===== config.mk =====
export PLATFORM = sky130hd
export DESIGN_NAME = mfts_ctrl
export DESIGN_NICKNAME = d
export VERILOG_FILES = /design/src/rtl/mfts_pkg.sv /design/src/rtl/mfts_ctrl.sv
export SDC_FILE = /design/constraint.sdc
export NUM_CORES = 1
export LEC_CHECK = 0
export BUFFER_PORTS_ARGS = -buffer_cell sky130_fd_sc_hd__clkbuf_2
export CAP_MARGIN = 20
export CORE_AREA = 2 2 39 41
export DETAILED_ROUTE_END_ITERATION = 8
export DIE_AREA = 0 0 41 43
export PLACE_DENSITY = 0.49
export SLEW_MARGIN = 30
export SYNTH_ARGS = -nofsm -noshare
export SYNTH_HDL_FRONTEND = slang
export SYNTH_SLANG_ARGS = --single-unit

===== constraint.sdc =====
create_clock -name clk -period 1.3 [get_ports clk]
set_clock_uncertainty 0.2 [all_clocks]
set_input_delay 0.065 -clock clk [delete_from_list [all_inputs] [get_ports clk]]
set_output_delay 0.065 -clock clk [all_outputs]
set_load 0.02 [all_outputs]

===== src/rtl/mfts_pkg.sv =====
// Shared types and constants for the multilevel feedback thread scheduler.
package mfts_pkg;

  localparam logic [13:0] QUANTUM_CAP = 14'd9999;

  localparam logic [1:0] CFG_INIT_QUANTUM = 2'd0;
  localparam logic [1:0] CFG_SCHED_PERIOD = 2'd1;
  localparam logic [1:0] CFG_ACTIVE_SLOTS = 2'd2;

  localparam logic OP_TICK   = 1'b0;
  localparam logic OP_CREATE = 1'b1;

  typedef struct packed {
    logic [13:0] quantum;
    logic [2:0]  prio;
    logic [7:0]  len;
    logic [7:0]  pc;
    logic [15:0] pid;
  } rec_t;

  typedef enum logic [2:0] {
    S_IDLE,
    S_CHK,
    S_VISIT,
    S_SEL,
    S_INST,
    S_DONE
  } state_t;

  typedef struct packed {
    logic accept;
    logic visit;
    logic sel;
    logic inst;
    logic fin;
  } cmd_t;

  typedef struct packed {
    logic pass;
    logic s_end;
    logic take;
    logic out_free;
  } status_t;

endpackage


===== src/rtl/mfts_ctrl.sv =====
// Controller state machine sequencing item intake, the scheduler pass and result output.
module mfts_ctrl (
  input  logic             clk,
  input  logic             rst_n,
  input  logic             in_tvalid,
  output logic             in_tready,
  input  mfts_pkg::status_t status,
  output mfts_pkg::cmd_t    cmd
);

  mfts_pkg::state_t state_r, state_nxt;

  always_ff @(posedge clk) begin
    if (!rst_n) begin
      state_r <= mfts_pkg::S_IDLE;
    end else begin
      state_r <= state_nxt;
    end
  end

  always_comb begin
    state_nxt = state_r;
    case (state_r)
      mfts_pkg::S_IDLE: begin
        if (in_tvalid) state_nxt = mfts_pkg::S_CHK;
      end
      mfts_pkg::S_CHK: begin
        state_nxt = status.pass ? mfts_pkg::S_VISIT : mfts_pkg::S_DONE;
      end
      mfts_pkg::S_VISIT: begin
        state_nxt = status.s_end ? mfts_pkg::S_DONE : mfts_pkg::S_SEL;
      end
      mfts_pkg::S_SEL: begin
        state_nxt = status.take ? mfts_pkg::S_INST : mfts_pkg::S_VISIT;
      end
      mfts_pkg::S_INST: begin
        state_nxt = mfts_pkg::S_DONE;
      end
      mfts_pkg::S_DONE: begin
        if (status.out_free) state_nxt = mfts_pkg::S_IDLE;
      end
      default: state_nxt = mfts_pkg::S_IDLE;
    endcase
  end

  always_comb begin
    in_tready  = (state_r == mfts_pkg::S_IDLE);
    cmd.accept = (state_r == mfts_pkg::S_IDLE) && in_tvalid;
    cmd.visit  = (state_r == mfts_pkg::S_VISIT);
    cmd.sel    = (state_r == mfts_pkg::S_SEL);
    cmd.inst   = (state_r == mfts_pkg::S_INST);
    cmd.fin    = (state_r == mfts_pkg::S_DONE) && status.out_free;
  end

endmodule


==> summary.txt <==
Route
  • Number of vias per cell: 4.16
  • WL final: 619 um
  • Wire length per cell: 9.24 um
  • Residual DRC: 0
  • DR pass1 iterations: 4
  • DR iter-0 viols: 11
  • Detail Route Antenna Nets: 0
  • Vias: 279

Power
  • Power share of the sequential group: 25.4%
  • Switch share: 31.7%
  • Clk network pwr share: 32.2%
  • Comb pwr share: 42.4%
  • Cell area power density: 1090 nW/um^2
  • Power consumption: 0.000512 W
  • Internal cell power: 0.000350 W
  • Leak: 0.211 nW
  • VDD IR-drop max: 0.000564 V
  • Net switching power: 0.000162 W

Placed design
  • Final Wtd Congestion: 0.721
  • Setup WS pre-CTS: 12.5 ps
  • Placed cells: 57
  • DP Area: 340 um^2
  • DP Wirelength: 435 um
  • I/O Buffers: 12

Global routing
  • Largest net degree at the start of global routing: 8
  • First-pass GRT wire length: 1.09 mm
  • Number of global-route vias before repair: 259
  • Grt ovf: 0
  • Tot GR Track Use: 9.63%
  • Initial antenna violation count: 0

Floorplan
  • Die width: 41 um
  • Starting Density: 17.2%
  • Core area: 1380 um^2
  • IO Count: 13
  • Die height: 43 um
  • Die ar.: 1760 um^2
  • Site Rows: 14

CTS
  • CTS H-tree depth: 1
  • CTS Root Cell: clkbuf_4
  • CTS tree: built
  • CTS buffer count: 3
  • Clock transition at path regs: 40 ps
  • Clock Sinks: 3
  • Clock buffer depth: 2
  • Clock Latency Late Sink: 230 ps

Finish
  • Diodes inserted: 0
  • FILL cells: 158
  • Footprint of the multi-input gates: 173 um^2
  • Share of cells above drive strength 1: 60.8%
  • Nets: 59
  • Register area: 68.8 um^2
  • Top reg by flops: state_r
  • Largest register FFs: 3
  • Post-Layout Cell Count: 67
  • Most common cell after layout, fill and taps aside: clkbuf_2
  • Commonest non-fill, non-tap cells in the layout: 6 x clkbuf_2, 5 x clkbuf_4, 5 x buf_4, 4 x dlygate4sd3_1, 3 x nand2_1
  • Largest registers: state_r x3
  • Area Overhead vs Synth: 96.8%
  • Fin area: 468 um^2

Setup path
  • Required @ worst endpoint: 1030 ps
  • R2R Path Start: state_r[1]
  • Crit path kind: register to output pin
  • CP endpoint kind: output pin
  • Startpoint Class: register
  • Worst-path fanout max: 4
  • Worst path arrival time: 1120 ps
  • Crit. Startpoint: state_r[1]

Logic synthesis
  • Synth top area share: 25.3%
  • Synth top area cells: dfxtp_1 25%, nor3b_2 5.3%, buf_6 4.7%, nand2_1 4.7%, o2111a_1 4.7%
  • Flip-flop and latch count after synthesis: 3
  • Post-synth cell types: 23
  • Syn_area_per_cell: 8.80 um^2
  • Cell count after synthesis: 27
  • Seq/Total Area, Yosys: 25.3%
  • Syn Nets: 34
  • Syn Std Cell Area: 238 um^2
  • Yosys warning count: 0
  • Synth area leader: dfxtp_1

Timing
  • Tightest Pin Transition: 174 ps
  • Setup violators final: 3
  • Final Hold Fails: 0
  • RSZ-0062 raised after global routing: yes
  • Max-slew violation count: 0
  • Final min period: 1380 ps
  • Period utilization: 106%
  • Slew margin rel.: 88.3%
  • F_max: 0.725 GHz
  • Final worst slack: -80.0 ps

Status
  • Failing checks: negative setup slack
  • Status: complete, but fails checks

Min path
  • HP Class: input port to register
  • HP Start: status[0]

Job
  • Max-cap violations: 0
[synthesized netlist by cell type (all sizes together)]
master and count:
o2111a 1, nand3b 1, nand2b 1, nand2 3, o2bb2ai 1, a32o 1, mux2i 1, a21boi 1
and2b 1, buf 2, and3b 1, dfxtp 3, nor2b 1, o21ai 2, nor3b 1, and2 2
nor2 1, a21oi 1, nor3 2
[worst paths after layout]
kind,endpoint,slack (ps),depth (start not counted)
setup / recovery,cmd[0],-80,3
hold / removal,state_r[0],60,4
setup reg to reg,state_r[0],50,4
hold reg to reg,state_r[1],420,3
[per-layer routing]
metal,part of all wire [%],up-vias,global-route usage (%),routed length [um]
met3,7.9,2,6.28,49
met4,2.7,0,4.00,17
li1,-,146,-,-
met1,42,120,10.6,257
met2,48,11,14.1,295
met5,0,-,0,0
[logic make-up (layout without fill, tap and decap cells)]
family                 Yosys count  count (layout)  share of synthesized area (%)
and+or+nand+nor                 14              14                           40.5
AOI/OAI and AO/OA                7               7                           22.1
DFF                              3               3                           25.3
buffers and inverters            2              26                           7.90
muxes                            1               1                           4.21
[metrics by stage]
step                setup TNS, ps  hold WS [ps]  util (%)
floorplan                       0         -9.21         -
global placement                0           121      24.6
detailed placement              0           130      24.6
CTS                          -224          50.1      33.3
global route                 -390          83.7      33.8
finish                       -166          62.4      33.8
[cell type report]
| class | instances | area share [%] |
|---|---|---|
| repair buffers | 22 | 38.5 |
| well taps | 16 | 4.28 |
| flip-flops and latches | 3 | 14.7 |
| clock buffers | 4 | 5.61 |
| multi-input cells | 22 | 36.9 |
[worst max-delay path: stages (launching register included)]
cell      delay (ps)
dfxtp_4          340
nand2b_1         170
and2b_2          220
clkbuf_4         150
[power by group through the flow]
stage / combinational, W / clock [W] / sequential (W)
2_1_floorplan: 0.000122 / 0 / 0.000119
3_3_place_gp: 0.000163 / 0 / 0.000133
3_5_place_dp: 0.000162 / 0 / 0.000133
4_1_cts: 0.000207 / 0.000177 / 0.000130
5_1_grt: 0.000237 / 0.000191 / 0.000133
6_report: 0.000217 / 0.000165 / 0.000130
[what timing repair did]
| action | CTS | global route |
|---|---|---|
| pin swaps | 2 | 1 |
| hold buffers | 4 | 0 |
| setup buffers | 2 | 0 |
| resized for setup | 12 | 6 |
| gates cloned | 0 | 0 |
| endpoints found under the setup margin | 6 | 6 |
| endpoints found under the hold margin | 3 | 0 |
(Power assumes the default switching activity.)
